## config.mk

```make
export PLATFORM = sky130hd
export DESIGN_NAME = rsbs_front
export DESIGN_NICKNAME = d
export VERILOG_FILES = /design/src/hw/rtl/rsbs_pkg.sv /design/src/hw/rtl/rsbs_front.sv
export SDC_FILE = /design/constraint.sdc
export NUM_CORES = 1
export LEC_CHECK = 0
export BUFFER_PORTS_ARGS = -buffer_cell sky130_fd_sc_hd__buf_2
export CORE_MARGIN = 5
export CORE_UTILIZATION = 53
export DETAILED_ROUTE_END_ITERATION = 6
export MAX_ROUTING_LAYER = met4
export PLACE_DENSITY_LB_ADDON = 0.1
export SYNTH_ARGS = -nofsm -noshare
export SYNTH_HDL_FRONTEND = slang
export SYNTH_SLANG_ARGS = --single-unit
```

## constraint.sdc

```tcl
create_clock -name vclk -period 5.06
set_input_delay 0.506 -clock vclk [all_inputs]
set_output_delay 0.506 -clock vclk [all_outputs]
set_load 0.05 [all_outputs]
```

## src/hw/rtl/rsbs_pkg.sv

```systemverilog
`timescale 1ns / 1ps
// ----------------------------------------------------------------------------
// rsbs_pkg
// Shared types and constants of the random subset bitmap sampler.
// ----------------------------------------------------------------------------
package rsbs_pkg;

	localparam int DEF_MAX_SAMPLES = 4096;
	localparam int DEF_WORD_BITS   = 64;

	localparam int TOT_W      = 13;
	localparam int RQ_W       = 32;
	localparam int MAG_W      = 64;
	localparam int PRE_W      = 5;
	localparam int POST_W     = 6;
	localparam int FUNC_W     = 2;
	localparam int RND_W      = 32;
	localparam int WIDX_W     = 7;
	localparam int CHOSEN_W   = 12;
	localparam int RDATA_W    = 64;
	localparam int CFG_IDX_W  = 4;
	localparam int CFG_DATA_W = 64;
	localparam int IN_DATA_W  = 40;
	localparam int OUT_DATA_W = 80;
	localparam int QDEPTH     = 2;

	localparam logic [FUNC_W-1:0] FUNC_START  = 2'd0;
	localparam logic [FUNC_W-1:0] FUNC_RANDOM = 2'd1;
	localparam logic [FUNC_W-1:0] FUNC_READ   = 2'd2;

	localparam logic [CFG_IDX_W-1:0] REG_TOTAL_COUNT      = 4'd0;
	localparam logic [CFG_IDX_W-1:0] REG_SELECTED_COUNT   = 4'd1;
	localparam logic [CFG_IDX_W-1:0] REG_RANGE_QUOTIENT   = 4'd2;
	localparam logic [CFG_IDX_W-1:0] REG_MAGIC_MULTIPLIER = 4'd3;
	localparam logic [CFG_IDX_W-1:0] REG_PRE_SHIFT        = 4'd4;
	localparam logic [CFG_IDX_W-1:0] REG_POST_SHIFT       = 4'd5;
	localparam logic [CFG_IDX_W-1:0] REG_ROUND_INCREMENT  = 4'd6;
	localparam logic [CFG_IDX_W-1:0] REG_TWO_BIT_PACKING  = 4'd7;

	typedef enum logic [1:0] {
		KIND_START,
		KIND_RANDOM,
		KIND_READ,
		KIND_NOP
	} kind_t;

	typedef struct packed {
		kind_t             kind;
		logic [RND_W-1:0]  rnd;
		logic [RND_W-1:0]  scaled;
		logic [WIDX_W-1:0] widx;
	} item_t;

	typedef struct packed {
		logic [TOT_W-1:0]  total;
		logic [TOT_W-1:0]  selected;
		logic [RQ_W-1:0]   rq;
		logic [MAG_W-1:0]  magic;
		logic [PRE_W-1:0]  pre;
		logic [POST_W-1:0] post;
		logic              rinc;
		logic              pack;
	} cfg_t;

	typedef struct packed {
		logic                accepted;
		logic [CHOSEN_W-1:0] chosen;
		logic                done;
		logic [RDATA_W-1:0]  rdata;
	} res_t;

endpackage

```

## src/hw/rtl/rsbs_front.sv

```systemverilog
`timescale 1ns / 1ps
// ----------------------------------------------------------------------------
// rsbs_front
// Input side: takes beats, decodes the function and pre-scales random words.
// ----------------------------------------------------------------------------
module rsbs_front
	import rsbs_pkg::*;
(
	input  logic              in_valid,
	output logic              in_ready,
	input  logic [FUNC_W-1:0] func,
	input  logic [RND_W-1:0]  random_word,
	input  logic [WIDX_W-1:0] word_index,
	input  logic [PRE_W-1:0]  pre_shift,
	input  logic              round_increment,
	input  logic              q_full,
	output logic              push,
	output item_t             item
);

	kind_t kind;

	always_comb begin
		unique case (func)
			FUNC_START:  kind = KIND_START;
			FUNC_RANDOM: kind = KIND_RANDOM;
			FUNC_READ:   kind = KIND_READ;
			default:     kind = KIND_NOP;
		endcase
	end

	assign in_ready    = !q_full;
	assign push        = in_valid && !q_full;
	assign item.kind   = kind;
	assign item.rnd    = random_word;
	assign item.scaled = (random_word >> pre_shift) + RND_W'(round_increment);
	assign item.widx   = word_index;

endmodule

```

# == Yosys cells after proc, flatten, opt, wreduce, memory -nomap -nowiden ==
# Cells that the tools add are included.
# totals
reg_bits,0
# classes
shifts,1
eq_ne,2
add_sub_neg,1
n_reduce_logical,3
n_mux,1
# op_table
cell,n
$add 32x1->32,1
$shr 32x5->32,1
$pmux 2 s3,1
$eq 2x1->1 const B,1
$eq 2x2->1 const B,1
$logic_not 2->1,1
$logic_and 1x1->1,1
$logic_not 1->1,1

# == Longest topological paths before layout ==
# logic_depth
word_depth,2
depth_mapped,16
ltp_nobuf,12

# == Least setup slack after synthesis ==
# No wires, ideal clock.
# synth_timing
path_kind,input-to-output
start,in pre_shift[2]
end,out item[38] (netlist bit)
arrival_time_ns,4.660
path_stages,13
required_ns,4.554
n_path_buf,5
slack_ns,-0.106
path_cell_list,clkbuf_1 -> clkbuf_1 -> buf_2 -> clkbuf_1 -> a211oi_1 -> a311o_1 -> o21ai_0 -> ha_1 -> and3_1 -> clkbuf_1 -> nand4_1 -> or4_1 -> a211oi_1
# synth_rtl
element,line_no,source
start: declaration,rsbs_front.sv:14,"input logic [PRE_W-1:0] pre_shift,"
end: declaration,rsbs_front.sv:18,output item_t item

==> flow_summary.yaml <==
timing:
  period_minus_slack_ns: 4.59
  fin_crit_sh_pct: 90.6
  hold_viol_final: 0
  final.setup.tns_ns: 0
  hold_slack_ns: 1.01
  setup-violations-final: 0
  tightest_slew_ns: 0.606
  maxSlewHeadroom_pct: 59.4
  slew_viol_final: 0
  rsz0062_at_grt: "no"
  fmax_mhz: 218
worst_hold_path:
  holdCritPathClass: "in -> out"
  holdPathEnd: "item[5]"
  hp-start: "word_index[5]"
  whs_path_depth: 0
logic_synthesis:
  yosysTopAreaCell: "mux4_2"
  synth_top_cells_by_area: "mux4_2 19%, mux2i_1 9.6%, buf_4 9.3%"
  yosysWarnings: 0
  syn_area_per_cell_um2: 8.13
  ys_seq_area_share_pct: 0
  syn_inst: 399
  netlist-cell-type-count: 66
  syn_area_um2: 3250
  synth.top_cell.area_share_pct: 19.4
  synth_nets: 450
global_routing:
  first_global_vias: 3358
  antenna_found_initial: 0
  grt_pass1_wl_mm: 17.9
  grt-ovfl-total: 0
  grtUsageTotal_pct: 29.8
  grt_max_degree: 39
worst_setup_path:
  path_max_fanout: 38
  required_ns: 4.55
  critPathArrivalTime_ns: 4.08
  critPathLaunchType: "input pin"
  critPathKind: "in -> out"
  worst_setup_path_end_kind: "output port"
final_layout:
  antenna_cells: 0
  seq_cells: 0
  synthToLayoutAreaGrowth_pct: 9.75
  mostFrequentLayoutCells: "106 x buf_2, 40 x nand2_1, 33 x nor2_1"
  nFillCells: 591
  seq_area_um2: 0
  final.clkbuf_count: 0
  multi_input_area_um2: 2760
  layout_commonest_cell: "buf_2"
  nets: 508
  drive_gt1_share_pct: 40.0
power_and_ir_drop:
  vdd_drop_max_mv: 0.107
  powerDensity_nw_per_um2: 146
  power_leakage_nw: 1.52
routing:
  m1WireLength_mm: 4.54
  dr_wl_met2_mm: 5.19
  wl_met3_mm: 1.23
  drc: 0
  viasPerCell: 6.68
  maxUsedRoutingLayer: "met4"
  via_count: 3541
  drt_iter0_drc: 437
  wl_per_cell_um: 21.3
  ant_nets: 0
  drt-pass1-iter-count: 6
  drt_wl_total_mm: 11.3
floorplanning:
  die_y_um: 88.3
  rows: 28
  core_area_um2: 5920
  start_util_pct: 54.8
  ios: 124
  die_x_um: 88.3
  dieArea_um2: 7790
cts:
  ctsResizeCount: 0
  ctsHoldBuffers: 0
  post_cts_buffers: 0
placed_design:
  dpl.hpwl_mm: 9.04
  portBuffers: 106
  place.gp.congestion: 0.984
run:
  cap_violations: 0
outcome:
  status: "finished, final reports clean"
where the power goes:
group	internal, mW	switching (mW)
Sequential	0	0
Combinational	0.169	0.350
Clock	0	0
routing by layer:
metal  vias up  track usage [%]
met2       246             46.6
met5         -                -
met4         0             9.89
li1       1603                -
met3        28             2.89
met1      1664             40.6
worst max path at each step:
stage | from | to | slack, ns | cells past startpoint
global placement | pre_shift[0] | item[38] | 0.55 | 10
detailed placement | pre_shift[0] | item[38] | 0.54 | 10
global route | pre_shift[0] | item[33] | 0.27 | 11
CTS | pre_shift[0] | item[38] | 0.53 | 10
floorplan | pre_shift[2] | item[38] | 0.35 | 13
finish | pre_shift[0] | item[29] | 0.47 | 14
cell usage after synthesis (3+ instances only):
master,instances
buf_4,40
nand2_1,40
nor2_1,33
mux2i_1,31
mux4_2,28
mux2_2,17
clkbuf_1,16
nand3_1,14
xor2_1,14
nor3_1,11
nor2b_1,10
a211oi_1,9
o21ai_0,9
o22ai_1,9
xnor2_1,9
a21oi_1,7
a22oi_1,7
buf_2,6
and2_1,5
buf_6,5
mux4_1,5
nand2b_1,5
o211ai_1,5
inv_1,4
nor4_1,4
or3_1,4
or4_1,4
and3_1,3
o221ai_1,3
worst max-delay path, stage by stage:
cell and delay (ns):
buf_2 0.42, buf_12 0.32, mux4_2 0.55, mux2i_1 0.26
nand2_1 0.13, nand2_1 0.20, o21ai_0 0.13, ha_1 0.22
ha_1 0.19, and2_1 0.21, nand3_1 0.26, nand4bb_1 0.19
xor2_1 0.17, buf_2 0.29
per-stage QoR:
step / worst slack (ns) / power [mW] / utilization [%] / instance area [um2] / std cells
after CTS: 0.526 / 0.513 / 60.2 / 3560 / 530
after floorplan: 0.349 / 0.416 / - / 3250 / 399
final: 0.474 / 0.519 / 60.2 / 3560 / 530
after global routing: 0.273 / 0.549 / 60.2 / 3560 / 530
after global placement: 0.549 / 0.509 / 60.2 / 3560 / 530
after detailed placement: 0.537 / 0.511 / 60.2 / 3560 / 530
kinds of logic after synthesis:
logic type / share of synthesized area (%)
mux: 38.9
fa+ha+maj: 0.771
simple gates: 24.3
compound gates: 14.6
buf+inv: 15.2
xor+xnor: 6.21
final cells by class:
class / count / area share, %
Multi-Input combinational cell: 324 / 77.4
Tap cell: 75 / 2.63
Inverter: 5 / 0.527
Timing Repair Buffer: 126 / 19.5
No activity file was read; power rests on OpenSTA's default activity.
