`config.mk`:
```
export PLATFORM = sky130hd
export DESIGN_NAME = rsbs_queue
export DESIGN_NICKNAME = d
export VERILOG_FILES = /design/src/hw/rtl/rsbs_pkg.sv /design/src/hw/rtl/rsbs_queue.sv
export SDC_FILE = /design/constraint.sdc
export NUM_CORES = 1
export LEC_CHECK = 0
export CAP_MARGIN = 20
export CORE_ASPECT_RATIO = 0.75
export CORE_MARGIN = 2
export CORE_UTILIZATION = 67
export DETAILED_ROUTE_END_ITERATION = 10
export DONT_BUFFER_PORTS = 1
export PLACE_DENSITY = 0.89
export SYNTH_ARGS = -nofsm -noshare
export SYNTH_HDL_FRONTEND = slang
export SYNTH_SLANG_ARGS = --single-unit
export TNS_END_PERCENT = 50
```
`constraint.sdc`:
```
create_clock -name clk -period 6.9 [get_ports clk]
set_clock_uncertainty 0.15 [all_clocks]
set_input_delay 1.725 -clock clk [delete_from_list [all_inputs] [get_ports clk]]
set_output_delay 1.725 -clock clk [all_outputs]
set_load 0.05 [all_outputs]
```
`src/hw/rtl/rsbs_pkg.sv`:
```
`timescale 1ns / 1ps
// ----------------------------------------------------------------------------
// rsbs_pkg
// Shared types and constants of the random subset bitmap sampler.
// ----------------------------------------------------------------------------
package rsbs_pkg;

	localparam int DEF_MAX_SAMPLES = 4096;
	localparam int DEF_WORD_BITS   = 64;

	localparam int TOT_W      = 13;
	localparam int RQ_W       = 32;
	localparam int MAG_W      = 64;
	localparam int PRE_W      = 5;
	localparam int POST_W     = 6;
	localparam int FUNC_W     = 2;
	localparam int RND_W      = 32;
	localparam int WIDX_W     = 7;
	localparam int CHOSEN_W   = 12;
	localparam int RDATA_W    = 64;
	localparam int CFG_IDX_W  = 4;
	localparam int CFG_DATA_W = 64;
	localparam int IN_DATA_W  = 40;
	localparam int OUT_DATA_W = 80;
	localparam int QDEPTH     = 2;

	localparam logic [FUNC_W-1:0] FUNC_START  = 2'd0;
	localparam logic [FUNC_W-1:0] FUNC_RANDOM = 2'd1;
	localparam logic [FUNC_W-1:0] FUNC_READ   = 2'd2;

	localparam logic [CFG_IDX_W-1:0] REG_TOTAL_COUNT      = 4'd0;
	localparam logic [CFG_IDX_W-1:0] REG_SELECTED_COUNT   = 4'd1;
	localparam logic [CFG_IDX_W-1:0] REG_RANGE_QUOTIENT   = 4'd2;
	localparam logic [CFG_IDX_W-1:0] REG_MAGIC_MULTIPLIER = 4'd3;
	localparam logic [CFG_IDX_W-1:0] REG_PRE_SHIFT        = 4'd4;
	localparam logic [CFG_IDX_W-1:0] REG_POST_SHIFT       = 4'd5;
	localparam logic [CFG_IDX_W-1:0] REG_ROUND_INCREMENT  = 4'd6;
	localparam logic [CFG_IDX_W-1:0] REG_TWO_BIT_PACKING  = 4'd7;

	typedef enum logic [1:0] {
		KIND_START,
		KIND_RANDOM,
		KIND_READ,
		KIND_NOP
	} kind_t;

	typedef struct packed {
		kind_t             kind;
		logic [RND_W-1:0]  rnd;
		logic [RND_W-1:0]  scaled;
		logic [WIDX_W-1:0] widx;
	} item_t;

	typedef struct packed {
		logic [TOT_W-1:0]  total;
		logic [TOT_W-1:0]  selected;
		logic [RQ_W-1:0]   rq;
		logic [MAG_W-1:0]  magic;
		logic [PRE_W-1:0]  pre;
		logic [POST_W-1:0] post;
		logic              rinc;
		logic              pack;
	} cfg_t;

	typedef struct packed {
		logic                accepted;
		logic [CHOSEN_W-1:0] chosen;
		logic                done;
		logic [RDATA_W-1:0]  rdata;
	} res_t;

endpackage

```
`src/hw/rtl/rsbs_queue.sv`:
```
`timescale 1ns / 1ps
// ----------------------------------------------------------------------------
// rsbs_queue
// Short queue of decoded items between the front and the back.
// ----------------------------------------------------------------------------
module rsbs_queue
	import rsbs_pkg::*;
(
	input  logic  clk,
	input  logic  arst_n,
	input  logic  push,
	input  item_t item_in,
	output logic  full,
	input  logic  pop,
	output logic  valid,
	output item_t item_out
);

	localparam int PTR_W = $clog2(QDEPTH);
	localparam int CNT_W = $clog2(QDEPTH + 1);

	item_t             entries_q [QDEPTH];
	logic [PTR_W-1:0]  wptr_q;
	logic [PTR_W-1:0]  rptr_q;
	logic [CNT_W-1:0]  count_q;

	assign full     = count_q == CNT_W'(QDEPTH);
	assign valid    = count_q != '0;
	assign item_out = entries_q[rptr_q];

	always_ff @(posedge clk or negedge arst_n) begin
		if (!arst_n) begin
			wptr_q  <= '0;
			rptr_q  <= '0;
			count_q <= '0;
		end else begin
			if (push) begin
				wptr_q <= wptr_q + PTR_W'(1);
			end
			if (pop) begin
				rptr_q <= rptr_q + PTR_W'(1);
			end
			count_q <= count_q + CNT_W'(push) - CNT_W'(pop);
		end
	end

	always_ff @(posedge clk) begin
		if (push) begin
			entries_q[wptr_q] <= item_in;
		end
	end

endmodule

```
== Word-level counts from Yosys, hierarchy flattened ==
Memories as Yosys holds them, arrays and structs flattened.
Index checks and enable logic that the tools add are counted.

* $add $sub $neg: 4
* Eq/ne operators: 1
* Multiplexer cells: 2
* Reductions and logical operators: 1

{| class="wikitable"
|+ Operators by type and width
! cell !! number
|-
| $add A1 B1 Y1 const B || 2
|-
| $add A2 B1 Y2 || 1
|-
| $eq A2 B2 Y1 const B || 1
|-
| $mux W1 || 2
|-
| $reduce_bool A2 Y1 || 1
|-
| $sub A2 B1 Y2 || 1
|}

* Bits in registers: 4
* Bits in writable memories: 146
* Bits of input ports: 77
* Output and inout bits: 75
* Logic and storage cells: 12
* Memories kept: 1

{| class="wikitable"
|+ Memory list
! name !! words !! bits a word !! read ports !! clocked after memory_dff !! write ports !! line !! text
|-
| entries_q || 2 || 73 || 1 || 0 || 1 || rsbs_queue.sv:22 || <nowiki>item_t entries_q [QDEPTH];</nowiki>
|}

== Longest topological paths before layout ==
* Depth after elaboration: 2
* Depth in mapped cells: 5
* Depth with buffers taken out: 5

== Worst setup path before layout ==
No wires, ideal clock.

* Path type: in2reg
* Start: input port push
* End: memory entries_q[0][0] in the netlist's numbering (enable)
* Setup time: 0.513 ns
* Arrival: 4.924 ns
* Data required time: 6.237 ns
* Slack: 1.313 ns
* Stages on the path: 1
* Path buffers: 0
* Cells stage by stage: nor2b_1

* Longest elaborated chain between the ends: 2

{| class="wikitable"
|+ Ends and longest elaborated chain
! item !! line !! text
|-
| start, declared || rsbs_queue.sv:11 || <nowiki>input logic push,</nowiki>
|-
| $mux W1 || rsbs_queue.sv:48 || <nowiki>if (push) begin</nowiki>
|-
| $mux W1 (not written as such) || rsbs_queue.sv:49 || <nowiki>entries_q[wptr_q] <= item_in;</nowiki>
|-
| end, declared || rsbs_queue.sv:22 ||
|}

No other way between the ends.

==> impl_results.md <==
* Post-DP Area at 5790 um^2
* VDD IR max at 408 uV
* Final Setup Violations at 0
* Ys Warns at 0
* Synth async-reset ratio at ~2.7%
* Hold_buf cts at 0
* Die ar. at roughly 9300 um^2
* Chip height at 84.0 um
* Max-slew headroom at 31.5%
* Drt total wl at approximately 8.7 mm
* Max-slew violations at 0
* Cell area after layout at 6400 um^2
* CTS tree: yes
* Nets at 334
* Share of cells above drive strength 1 at between 40% and 50%
* # DRC at 0
* TritonCTS Buffers at 17
* Routed wire per std cell at 23.4 um
* Post-Syn Nets at 321
* Boundary Pins at 152
* Count leader, synth: edfxtp_1
* First-pass DRT Iterations at 4
* Status: completed
* Vias in the first global route at roughly 2400
* Number of max-cap violations at 0
* Root buffer cell: clkbuf_16
* Gr usage total at around a fifth
* Via-to-Cell Ratio at slightly below 6
* Yosys top cell area share at 76.7%
* Ant diodes at 0
* Period utilization at 62.9%
* Maximum root-to-sink buffer count at 2
* Fillers at about 450
* Register bit count reported by yosys at 150
* Gate Count Post-Synth at 242
* Crit path kind: register to primary output
* Hold Crit Class: register to register
* Leakage at 2.33 nW
* Startpoint Class: register
* Post-CTS setup buffers at 0
* Max FO, Critical Path at 59
* DR iter-0 viols at 135
* Final Critical Period at about 4.3 ns
* Most used DFF post-synth: edfxtp_1
* Synth area leaders: edfxtp_1 (77%), mux2_4 (16%), mux2_2 (2.6%)
* Synth unique cells at 13
* Area growth from synthesis to layout at 12.0%
* Setup TNS Final at 0 ns
* Synthesized cell area at 5710 um^2
* Gp weighted congestion at 0.676
* DP HPWL at 5.46 mm
* Initial antenna violation count at 0
* Seq/Total Area, Yosys at 78.5%
* Vias at roughly 2200
* PD cells at 548 nW/um^2
* Clk_lat worst skew at about 0.40 ns
* Post-CTS Resized at 0
* Commonest cells post-synth: edfxtp_1 (146), mux2_4 (60), mux2_2 (13), buf_6 (7), dfrtp_1 (4)
* Final Hold Fails at 0
* Routed Antenna Nets at 0
* Sink Count at 150
* Synth area leader: edfxtp_1
* Worst setup EP type: primary output
* RSZ-0062 raised after global routing: no
* First-pass GRT wire length at 13.3 mm
* Overflow after GRT at 0
* Measured slew at the worst slew-check pin at between 1 and 1.5 ns
* Crit path DAT at 2.46 ns
* Number of synthesized flops with an enable pin at 146
* Core Box Area at around 8400 um^2
* WP data required at roughly 5.0 ns
* Largest net degree at the start of global routing at 74
* Starting Density at between 60% and 70%
* PortBufs at 0
* Avg Inst Size Synth at 23.6 um^2
* Number of placement rows at 29
* Clock Pin Slew Worst Setup and Hold Paths at 0.06 ns
* H-tree depth at 4
* F_max at 0.231 GHz
* Die Span X at 111 um
## metal layers
| metal | track usage [%] | vias up | part of all wire (%) | routed length, um |
|---|---|---|---|---|
| met2 | 31.4 | 118 | 50 | 4390 |
| met4 | 7.50 | 0 | 0.57 | 50 |
| met5 | 0 | - | 0 | 0 |
| li1 | - | 982 | - | - |
| met3 | 12.7 | 5 | 13 | 1120 |
| met1 | 21.6 | 1083 | 36 | 3180 |
## cell families (layout without fill, tap and decap cells)
family                   Yosys count  after routing  share of synthesized area [%]
multiplexers                      73             73                           18.3
flip-flops                       150            150                           78.5
adder cells (fa/ha/maj)            2              2                          0.438
buffers and inverters             10             34                           1.60
AND/OR/NAND/NOR                    4              4                          0.438
XOR/XNOR                           3              3                          0.723
## through the flow
stage                     setup WS (ns)  cells  hold WS [ns]  power, mW  util [%]
final                              2.56    374         0.410       3.51      76.4
after global routing               2.45    374         0.416       3.62      76.4
after CTS                          2.55    374         0.411       3.54      76.4
after global placement             3.02    344         0.379       2.57      69.1
after floorplan                    1.31    242         0.305       2.52         -
after detailed placement           2.99    344         0.384       2.60      69.1
## cell usage in the layout, fill, tap and decap left out, drive strengths merged
| cell type | n |
|---|---|
| xor3 | 1 |
| dfrtp | 4 |
| edfxtp | 146 |
| ha | 2 |
| nor2b | 2 |
| xor2 | 2 |
| clkbuf | 18 |
| bufinv | 4 |
| or2 | 1 |
| buf | 2 |
| mux2 | 73 |
| clkinv | 6 |
| and2 | 1 |
| inv | 4 |
## power by group
group | leakage [nW] | internal [mW] | switching (mW)
sequential | 1.42 | 1.22 | 0.0710
clock | 0.298 | 0.602 | 0.335
combinational | 0.620 | 0.349 | 0.932
## critical path: stages, from the launching register on
cell and delay (ns):
dfrtp_4 0.59, buf_4 0.81, mux2_2 0.56
## cell type report
cell class	count	area (um^2)	share of cell area [%]
repair buffers	2	15.0	0.235
inverters	2	7.51	0.117
multi-input cells	82	1150	17.9
clock buffers	18	429	6.70
clock inverters	12	178	2.78
flip-flops and latches	150	4490	70.1
well taps	108	135	2.11
## worst paths after layout
path	cells past startpoint	to	startpoint	slack, ns
setup reg to reg	2	entries_q[0][14]	wptr_q	4.58
max in group asynchronous	0	rptr_q	arst_n	5.66
hold reg to reg	1	wptr_q	wptr_q	0.41
hold / removal	1	wptr_q	wptr_q	0.41
setup / recovery	2	item_out[60]	rptr_q	2.56
min in group asynchronous	0	wptr_q	arst_n	0.86
## flip-flops by register name, indices dropped and copies added, names as in the netlist
name / flops
rptr_q: 1
wptr_q: 1
count_q: 2
entries_q: 146
No activity file was read; power rests on OpenSTA's default activity.
